==> src/hdl/cmba_pkg.sv <==
// ----------------------------------------------------------------------------
// cmba_pkg
// types and constants shared by the bit model arithmetic encoder modules
// ----------------------------------------------------------------------------
package cmba_pkg;

  localparam logic CMD_CODE  = 1'b0;
  localparam logic CMD_FLUSH = 1'b1;

  localparam int unsigned SSE_ROW   = 17;
  localparam logic [13:0] SSE_PLANE = 14'd4352;
  localparam logic [15:0] CNT_INIT  = 16'h8000;

  localparam logic [1:0] RATE_O0  = 2'd2;
  localparam logic [2:0] RATE_O1  = 3'd4;
  localparam logic [2:0] RATE_SSE = 3'd6;

  typedef struct packed {
    logic       cmd;
    logic [7:0] symbol;
  } in_item_t;

  typedef struct packed {
    logic [7:0] out_byte;
    logic       last;
  } out_item_t;

  typedef enum logic [3:0] {
    ST_CLEAR,
    ST_IDLE,
    ST_READ,
    ST_MIX,
    ST_SSE_RD,
    ST_INTERP,
    ST_PREP,
    ST_MUL,
    ST_NARROW,
    ST_WR2,
    ST_RENORM,
    ST_FLUSH,
    ST_FINISH
  } state_t;

  typedef enum logic [3:0] {
    DP_NOP,
    DP_CLEAR,
    DP_START,
    DP_READ,
    DP_MIX,
    DP_SSE_RD,
    DP_INTERP,
    DP_PREP,
    DP_MUL,
    DP_NARROW,
    DP_WR2,
    DP_EMIT,
    DP_NEXT_BIT,
    DP_FLUSH_EMIT,
    DP_FINISH
  } dp_op_t;

  typedef struct packed {
    dp_op_t op;
  } dp_cmd_t;

  typedef struct packed {
    logic clear_done;
    logic renorm_need;
    logic can_emit;
    logic out_free;
    logic pend_valid;
    logic last_bit;
    logic flush_last;
  } dp_stat_t;

  // counter adaptation toward the coded bit
  function automatic logic [15:0] adapt(input logic [15:0] c, input logic bit_i,
                                        input logic [2:0] rate);
    logic [15:0] r;
    if (bit_i) begin
      r = c + ((~c) >> rate);
    end else begin
      r = c - (c >> rate);
    end
    return r;
  endfunction

endpackage

==> src/hdl/cmba_ctrl.sv <==
// ----------------------------------------------------------------------------
// cmba_ctrl
// sequencer for clearing, per-bit coding steps, renormalization and flush
// ----------------------------------------------------------------------------
module cmba_ctrl (
  input  logic               clk,
  input  logic               rst_n,
  input  logic               in_valid,
  input  logic               in_cmd,
  output logic               in_ready,
  input  cmba_pkg::dp_stat_t stat,
  output cmba_pkg::dp_cmd_t  cmd,
  output cmba_pkg::state_t   state
);
  import cmba_pkg::*;

  state_t state_r;
  state_t state_nxt;

  always_ff @(posedge clk) begin
    if (!rst_n) begin
      state_r <= ST_CLEAR;
    end else begin
      state_r <= state_nxt;
    end
  end

  // next state
  always_comb begin
    state_nxt = state_r;
    unique case (state_r)
      ST_CLEAR:  if (stat.clear_done) state_nxt = ST_IDLE;
      ST_IDLE: begin
        if (in_valid) state_nxt = (in_cmd == CMD_FLUSH) ? ST_FLUSH : ST_READ;
      end
      ST_READ:   state_nxt = ST_MIX;
      ST_MIX:    state_nxt = ST_SSE_RD;
      ST_SSE_RD: state_nxt = ST_INTERP;
      ST_INTERP: state_nxt = ST_PREP;
      ST_PREP:   state_nxt = ST_MUL;
      ST_MUL:    state_nxt = ST_NARROW;
      ST_NARROW: state_nxt = ST_WR2;
      ST_WR2:    state_nxt = ST_RENORM;
      ST_RENORM: begin
        if (!stat.renorm_need) state_nxt = stat.last_bit ? ST_FINISH : ST_READ;
      end
      ST_FLUSH: begin
        if (stat.can_emit && stat.flush_last) state_nxt = ST_FINISH;
      end
      ST_FINISH: begin
        if (!stat.pend_valid || stat.out_free) state_nxt = ST_IDLE;
      end
      default:   state_nxt = ST_CLEAR;
    endcase
  end

  // datapath commands
  always_comb begin
    cmd.op   = DP_NOP;
    in_ready = 1'b0;
    unique case (state_r)
      ST_CLEAR:  cmd.op = DP_CLEAR;
      ST_IDLE: begin
        in_ready = 1'b1;
        if (in_valid) cmd.op = DP_START;
      end
      ST_READ:   cmd.op = DP_READ;
      ST_MIX:    cmd.op = DP_MIX;
      ST_SSE_RD: cmd.op = DP_SSE_RD;
      ST_INTERP: cmd.op = DP_INTERP;
      ST_PREP:   cmd.op = DP_PREP;
      ST_MUL:    cmd.op = DP_MUL;
      ST_NARROW: cmd.op = DP_NARROW;
      ST_WR2:    cmd.op = DP_WR2;
      ST_RENORM: begin
        if (!stat.renorm_need) begin
          cmd.op = DP_NEXT_BIT;
        end else if (stat.can_emit) begin
          cmd.op = DP_EMIT;
        end
      end
      ST_FLUSH:  if (stat.can_emit) cmd.op = DP_FLUSH_EMIT;
      ST_FINISH: if (!stat.pend_valid || stat.out_free) cmd.op = DP_FINISH;
      default:   cmd.op = DP_NOP;
    endcase
  end

  assign state = state_r;

endmodule

==> config.mk <==
export PLATFORM = sky130hd
export DESIGN_NAME = cmba_ctrl
export DESIGN_NICKNAME = d
export VERILOG_FILES = /design/src/hdl/cmba_pkg.sv /design/src/hdl/cmba_ctrl.sv
export SDC_FILE = /design/constraint.sdc
export NUM_CORES = 1
export LEC_CHECK = 0
export BUFFER_PORTS_ARGS = -buffer_cell sky130_fd_sc_hd__buf_2
export CORE_AREA = 2 2 39 41
export DETAILED_ROUTE_END_ITERATION = 8
export DIE_AREA = 0 0 41 43
export GPL_ROUTABILITY_DRIVEN = 1
export GPL_TIMING_DRIVEN = 0
export PLACE_DENSITY = 0.66
export SYNTH_ARGS = -nofsm -noshare
export SYNTH_HDL_FRONTEND = slang
export SYNTH_SLANG_ARGS = --single-unit
==> constraint.sdc <==
create_clock -name clk -period 1.9 [get_ports clk]
set_input_delay 0.19 -clock clk [delete_from_list [all_inputs] [get_ports clk]]
set_output_delay 0.19 -clock clk [all_outputs]
set_load 0.02 [all_outputs]
==> qor_table.md, run 1 <==
| Step | Quantity | Reported |
|:---|:---|:---|
| status | Result of the run | completed |
| timing | Setup repair after global routing missed its margin | no |
| global route | Aggregate global-route resource usage | 20.00% |
| global route | Wire length of the first global-routing pass | 2421 um |
| drt | Total via count after detailed routing | 676 |
| drt | Via-to-Cell Ratio | 6.090 |
| cells and area | Final cell count without fillers | 111 |
| die | IO Pins | 20 |
| critical path | Capturing element type of the critical path | output pin |
| place | Post-placement cell count | 110 |
| synthesis | Post-synthesis net count | 86 |
| clock network | Root Buffer | clkbuf_4 |
| global route | Largest net degree at the start of global routing | 16 |
| die | Width of the chip | 41 um |
| die | Core Box Area | 1384 um2 |
| place | Detail Placement HPWL | 1132 um |
| timing | Post-layout min period | 1.817 ns |
| critical path | Crit start category | flip-flop |
| die | Starting density of the core | 36.98% |
| global route | Vias in the first global route | 568 |
| clock network | TritonCTS Sinks | 4 |
| clock network | CTS tree | done |
| timing | Number of max-slew violations in the final report | 0 |
| clock network | H-tree level count | 1 |
| synthesis | Number of instances in the synthesized netlist | 75 |
| synthesis | Share of synthesized area occupied by flip-flops and latches | 15.65% |
| cells and area | Layout cells sized above 1 | 31.58% |
| die | Num rows | 14 |
| power and ir drop | Total power | 0.9407 mW |
| drt | Final routed DRC violation total | 0 |
| cells and area | Area growth from synthesis to final layout | 27.87% |
| cells and area | Flip-flop count of the largest register after layout | 4 |
| clock network | Buffers inserted during post-CTS setup optimization | 0 |
| timing | Final Hold Fails | 0 |
| place | GP Congestion | 0.8126 |
| timing | Actual slew at the worst max-slew pin | 0.3937 ns |
| synthesis | Yosys warnings | 0 |
| clock network | Clock transition time at the flip-flop clock pins of the worst setup and hold paths | 0.04 ns |
| timing | Total negative slack | 0 ns |
| timing | Final setup fails | 0 |
| timing | Post-Route Skew | 0.005508 ns |
| critical path | Critical path type | flip-flop to output pin |
| synthesis | Yosys cell types | 33 |
| power and ir drop | Power Density | 1438 nW/um2 |
| die | Die Outline Area | 1763 um2 |
| drt | Final routed wirelength across all metal layers | 1638 um |
| cells and area | Core Util, Final | 47.29% |
| timing | Max Clk Rate | 0.5504 GHz |
| cells and area | Most used cells in the layout excluding fill and tap cells | 19 x buf_2, 6 x nand2b_1, 6 x nand2_1, 6 x a21oi_1, 5 x clkbuf_4 |
| hold path | Kind of path behind the tightest hold check | primary input to flip-flop |
| clock network | Bufs on Longest Clock Path | 2 |
| power and ir drop | Max VDD drop | 0.0006607 V |
| global route | Number of antenna violations at the first check in global routing | 0 |
| cells and area | # diodes | 0 |
| cells and area | Commonest non-fill, non-tap cell in the layout | buf_2 |
| global route | Aggregate global routing overflow | 0 |
| critical path | Required time reported for the critical path endpoint | 1.71 ns |
| drt | Starting DRC count in detailed routing | 35 |
| place | Input/output buffers | 19 |
| clock network | Hold_buf cts | 0 |
| power and ir drop | Leakage power | 0.2757 nW |
| clock network | Worst-Skew Late Latency | 0.24 ns |
| synthesis | Synthesized cell area | 511.7 um2 |
| critical path | Arrival time of data at the critical path endpoint | 1.63 ns |
| cells and area | Count of fill cells added during filler insertion | 143 |
| run | Max-capacitance violation count | 0 |
| drt | Pre-antenna DRT Iters | 4 |
| die | Die height | 43 um |
| cells and area | Layout Nets | 108 |
| timing | Headroom to the max-slew limit | 73.72% |
| drt | ANT nets after route | 0 |
| synthesis | Synth Register Bits | 4 |
| clock network | TritonCTS buffer count | 3 |
| critical path | Largest driver fanout on the critical path | 11 |
| synthesis | Average footprint of a synthesized cell | 6.823 um2 |
| timing | Tcrit/Tclk final | 95.63% |
| drt | Mean routed wirelength per cell | 14.76 um |
==> area by class of cell <==
cell class | count | area [um2] | area share [%]
Sequential cell | 4 | 82.58 | 12.62
Buffer | 4 | 25.02 | 3.824
Timing Repair Buffer | 19 | 95.09 | 14.53
Tap cell | 16 | 20.02 | 3.059
Inverter | 3 | 11.26 | 1.721
Clock buffer | 3 | 22.52 | 3.442
Multi-Input combinational cell | 62 | 397.9 | 60.80
==> routing by layer <==
layer  track usage (%)  routed length (um)
met2             29.69                 831
met4             12.00                  14
met3             3.141                  97
met5                 0                   0
met1             25.81                 694
==> worst max-delay path, cell delays in order (launching register included) <==
cell and delay [ns]:
dfxtp_1 0.55, clkbuf_2 0.31, nor2_1 0.09, a22oi_1 0.16, o22ai_1 0.10, buf_2 0.16
==> cell families after synthesis <==
| kind of cell | synth area share (%) |
|---|---|
| AOI/OAI and AO/OA | 35.45 |
| xor gates and xnor gates | 1.712 |
| buffers and inverters | 6.601 |
| DFF | 15.65 |
| muxes | 8.557 |
| and+or+nand+nor | 32.03 |
==> path summary, 6_finish.rpt <==
check	from	end	slack (ns)	cells past startpoint
hold / removal	rst_n	state[3]$_SDFFE_PN0P_	0.23	3
setup reg to reg	state[3]$_SDFFE_PN0P_	state[1]$_SDFFE_PN0P_	0.25	4
hold reg to reg	state[3]$_SDFFE_PN0P_	state[2]$_SDFFE_PN0P_	0.64	2
setup / recovery	state[2]$_SDFFE_PN0P_	cmd[1]	0.08	5
==> per-stage QoR <==
step                      hold slack (ns)  setup WS, ns  instance area, um2
after floorplan                    0.3190        0.1848               511.7
after global placement             0.4763       0.03845               626.9
after detailed placement           0.4744       0.01436               626.9
after CTS                          0.2328      0.006972               646.9
after global routing               0.2381       0.02044               654.4
final                              0.2260       0.08306               654.4
==> Yosys cell counts <==
cell type  count  area (um2)
a211oi_1       2       15.01
a21bo_1        1       10.01
a21boi_0       2       15.01
a21oi_1        6       30.03
a22oi_1        1       7.510
a31oi_1        1       6.260
a32o_1         1       10.01
and2_1         1       6.260
clkbuf_1       6       22.52
dfxtp_1        4       80.08
inv_1          3       11.26
mux2_2         1       11.26
mux2i_1        1       10.01
mux4_2         1       22.52
nand2_1        6       22.52
nand2b_1       6       37.54
nand3_1        2       10.01
nand4_1        1       6.260
nor2_1         4       15.01
nor2b_1        4       25.02
nor3_1         2       10.01
nor4_1         1       6.260
o211ai_1       2       15.01
o21ai_0        3       15.01
o21ai_1        1       5.000
o22ai_1        3       18.77
o311a_1        1       10.01
o31ai_1        2       15.01
o32ai_1        1       8.760
or2_0          1       6.260
or2_1          2       12.51
or3_1          1       6.260
xnor2_1        1       8.760
==> report_power, final <==
| group | total, mW | leakage, nW | switching (mW) | internal, mW |
|---|---|---|---|---|
| clock network | 0.111 | 0.0138 | 0.0401 | 0.0710 |
| registers | 0.177 | 0.0337 | 0.0607 | 0.117 |
| logic | 0.652 | 0.228 | 0.387 | 0.265 |
==> repair_timing <==
action | in CTS | in global routing
pin swaps | 0 | 0
hold endpoints to repair | 0 | 0
setup endpoints to repair | 4 | 4
resized for setup | 4 | 6
No activity file was read; power rests on OpenSTA's default activity.
==> inputs of run 2 (changes only) <==
- ABC_AREA: default -> 1
- PLACE_DENSITY: 0.66 -> 0.64
==> run 2 against run 1 <==
Wire length is 23% lower. Clock power is 11% lower. Sequential cell count stayed put. Via count is 10% lower. Area after synthesis is 4.9% lower. Final cell count is 17% higher. Sequential power is 10% lower. Hold slack better by 0.0089 ns. Non-clock buffer count is 4 lower. Register-to-register slack better by 0.34 ns. First-iteration DRC count is 40% lower. Die area stayed put. Largest cell class unchanged. Highest routed layer is now met3.
==> qor_table.md, run 2 <==
| Step | Quantity | Reported | vs previous |
|:---|:---|:---|:---|
| status | Result of the run | completed |  |
| place | Worst slack at placement | 0.4706 ns | +0.4562 ns |
| global route | Wire length of the first global-routing pass | 2152 um | -11% |
| global route | Largest net degree at the start of global routing | 9 | -7 |
| power and ir drop | Power Density | 1344 nW/um2 | -6.5% |
| place | Post-placement cell count | 127 | +15% |
| synthesis | Leading post-synthesis cells by cell area | nand2_1 21%, dfxtp_1 16%, inv_1 10%, nor2_1 10%, nand3_1 7.2% |  |
| die | Die height | 43 um | unchanged |
| hold path | Kind of path behind the tightest hold check | primary input to flip-flop |  |
| run | Max-capacitance violation count | 0 | unchanged |
| drt | Mean routed wirelength per cell | 9.654 um | -35% |
| timing | Crit path setup slack, layout | 0.2293 ns | +0.1462 ns |
| power and ir drop | Leakage power | 0.3548 nW | +29% |
| place | GP Congestion | 0.8187 | +0.75% |
| cells and area | Most used cells in the layout excluding fill and tap cells | 27 x nand2_1, 19 x buf_2, 13 x inv_1, 13 x nor2_1, 7 x nand3_1 |  |
| synthesis | Library cell with the highest instance count after synthesis | nand2_1 |  |
| synthesis | Top FF cell, synth | dfxtp_1 |  |
| timing | Number of max-slew violations in the final report | 0 | unchanged |
| synthesis | Average footprint of a synthesized cell | 5.290 um2 | -22% |
| power and ir drop | Max VDD drop | 0.0005125 V | -22% |
| synthesis | Proportion of netlist area held by the largest area contributor | 20.82% | +5.2 points |
| critical path | Required time reported for the critical path endpoint | 1.71 ns | about the same |
| clock network | TritonCTS Sinks | 4 | unchanged |
| drt | Starting DRC count in detailed routing | 21 | -40% |
| clock network | Buffers inserted during post-CTS setup optimization | 0 | unchanged |
| drt | Final routed wirelength across all metal layers | 1255 um | -23% |
| cells and area | Flip-flop count of the largest register after layout | 4 | unchanged |
| synthesis | Yosys cell types | 19 | -42% |
| cells and area | Final instance area | 624.3 um2 | -4.6% |
| synthesis | Most numerous cell types in the synthesized netlist | 27 x nand2_1, 13 x inv_1, 13 x nor2_1 |  |
| global route | Aggregate global-route resource usage | 17.95% | -2.0 points |
| clock network | H-tree level count | 1 | unchanged |
| timing | Post-layout min period | 1.671 ns | -0.1462 ns |
| die | Num rows | 14 | unchanged |
| clock network | Hold_buf cts | 0 | unchanged |
| timing | Tcrit/Tclk final | 87.93% | -7.7 points |
| die | Core Box Area | 1384 um2 | unchanged |
| clock network | Bufs on Longest Clock Path | 2 | unchanged |
| place | Input/output buffers | 19 | unchanged |
| synthesis | Post-synthesis async set-or-reset flop share | 0% | unchanged |
| cells and area | Final cell count without fillers | 130 | +17% |
| critical path | Critical path type | flip-flop to output pin |  |
| cells and area | Layout Nets | 127 | +18% |
| timing | Final Hold Fails | 0 | unchanged |
| drt | ANT nets after route | 0 | unchanged |
| cells and area | # diodes | 0 | unchanged |
| critical path | Arrival time of data at the critical path endpoint | 1.48 ns | -0.15 ns |
| die | IO Pins | 20 | unchanged |
| clock network | Worst-Skew Late Latency | 0.23 ns | about the same |
| timing | Max Clk Rate | 0.5985 GHz | +8.8% |
| global route | Aggregate global routing overflow | 0 | unchanged |
| place | Detail Placement HPWL | 1063 um | -6.1% |
| clock network | CTS tree | done |  |
| place | DP Area | 601.8 um2 | -4.0% |
| synthesis | Synthesized cell area | 486.7 um2 | -4.9% |
| die | Die Outline Area | 1763 um2 | unchanged |
| critical path | Largest driver fanout on the critical path | 7 | -4 |
| cells and area | Area growth from synthesis to final layout | 28.28% |  |
| drt | Pre-antenna DRT Iters | 4 | unchanged |
| timing | Actual slew at the worst max-slew pin | 0.3060 ns | -0.08774 ns |
| synthesis | Library cell occupying the most area in the post-synthesis netlist | nand2_1 |  |
| drt | Final routed DRC violation total | 0 | unchanged |
| synthesis | Number of synthesized flops with an enable pin | 0 | unchanged |
| synthesis | Share of synthesized area occupied by flip-flops and latches | 16.45% | +0.80 points |
| synthesis | Post-synthesis net count | 103 | +20% |
| die | Width of the chip | 41 um | unchanged |
| timing | Total negative slack | 0 ns | unchanged |
| timing | Headroom to the max-slew limit | 79.57% | +5.9 points |
| timing | Post-Route Skew | 0.0008828 ns | -0.004625 ns |
| timing | Final setup fails | 0 | unchanged |
| synthesis | Number of instances in the synthesized netlist | 92 | +23% |
| clock network | TritonCTS buffer count | 3 | unchanged |
| timing | Setup repair after global routing missed its margin | no |  |
| die | Starting density of the core | 35.17% | -1.8 points |
| drt | Via-to-Cell Ratio | 4.662 | -23% |
| global route | Vias in the first global route | 577 | +1.6% |
| critical path | Crit start category | flip-flop |  |
| global route | Number of antenna violations at the first check in global routing | 0 | unchanged |
| cells and area | Commonest non-fill, non-tap cell in the layout | nand2_1 |  |
| clock network | Resized cells post-CTS | 0 | -4 |
| clock network | Root Buffer | clkbuf_4 |  |
| synthesis | Synth Register Bits | 4 | unchanged |
| critical path | Capturing element type of the critical path | output pin |  |
| drt | Total via count after detailed routing | 606 | -10% |
| clock network | Clock transition time at the flip-flop clock pins of the worst setup and hold paths | 0.03 ns | about the same |
| synthesis | Yosys warnings | 0 | unchanged |
| cells and area | Layout cells sized above 1 | 28.95% | -2.6 points |
## run 2: worst max-delay path: stages (launching register included)
cell     delay [ns]
dfxtp_1        0.49
nand2_4        0.11
nor2_1         0.24
nand3_1        0.13
nand4_1        0.11
buf_2          0.16
## run 2: metal layers
layer / GRT usage, % / part of all wire, %
met1: 22.76 / 46
met5: 0 / 0
met2: 27.81 / 49
met4: 6.000 / 0
met3: 5.236 / 5.2
## run 2: cells by family (layout without fill, tap and decap cells)
group	count (synthesis)	after routing	synth area share, %
AOI/OAI and AO/OA	14	14	15.68
and+or+nand+nor	59	59	56.30
DFF	4	4	16.45
buffers and inverters	15	37	11.57
## run 2: through the flow
| step | power (mW) | util [%] | hold WS (ns) |
|---|---|---|---|
| 3_5_place_dp | 0.7448 | 43.49 | 0.4697 |
| 2_1_floorplan | 0.5890 | - | 0.3606 |
| 3_3_place_gp | 0.7456 | 43.49 | 0.4793 |
| 5_1_grt | 0.9296 | 45.12 | 0.2550 |
| 6_report | 0.8388 | 45.12 | 0.2349 |
| 4_1_cts | 0.8507 | 45.12 | 0.2306 |
## run 2: path summary, 6_finish.rpt
check,start,end,slack [ns],cells after the start
min,rst_n,state[1]$_SDFFE_PN0P_,0.23,3
max,state[3]$_SDFFE_PN0P_,cmd[1],0.23,5
max reg2reg,state[2]$_SDFFE_PN0P_,state[3]$_SDFFE_PN0P_,0.59,8
min reg2reg,state[1]$_SDFFE_PN0P_,state[1]$_SDFFE_PN0P_,0.60,2
## run 2: power by group
part | internal (mW) | switching (mW)
registers | 0.110 | 0.0498
logic | 0.200 | 0.381
clock network | 0.0702 | 0.0284
total | 0.380 | 0.459
## run 2: final cells by class
| cell class | instances | area (um2) |
|---|---|---|
| Fill cell | 157 | 759.5 |
| Multi-Input combinational cell | 73 | 350.3 |
| Timing Repair Buffer | 19 | 95.09 |
| Sequential cell | 4 | 80.08 |
| Inverter | 15 | 56.30 |
| Clock buffer | 3 | 22.52 |
| Tap cell | 16 | 20.02 |
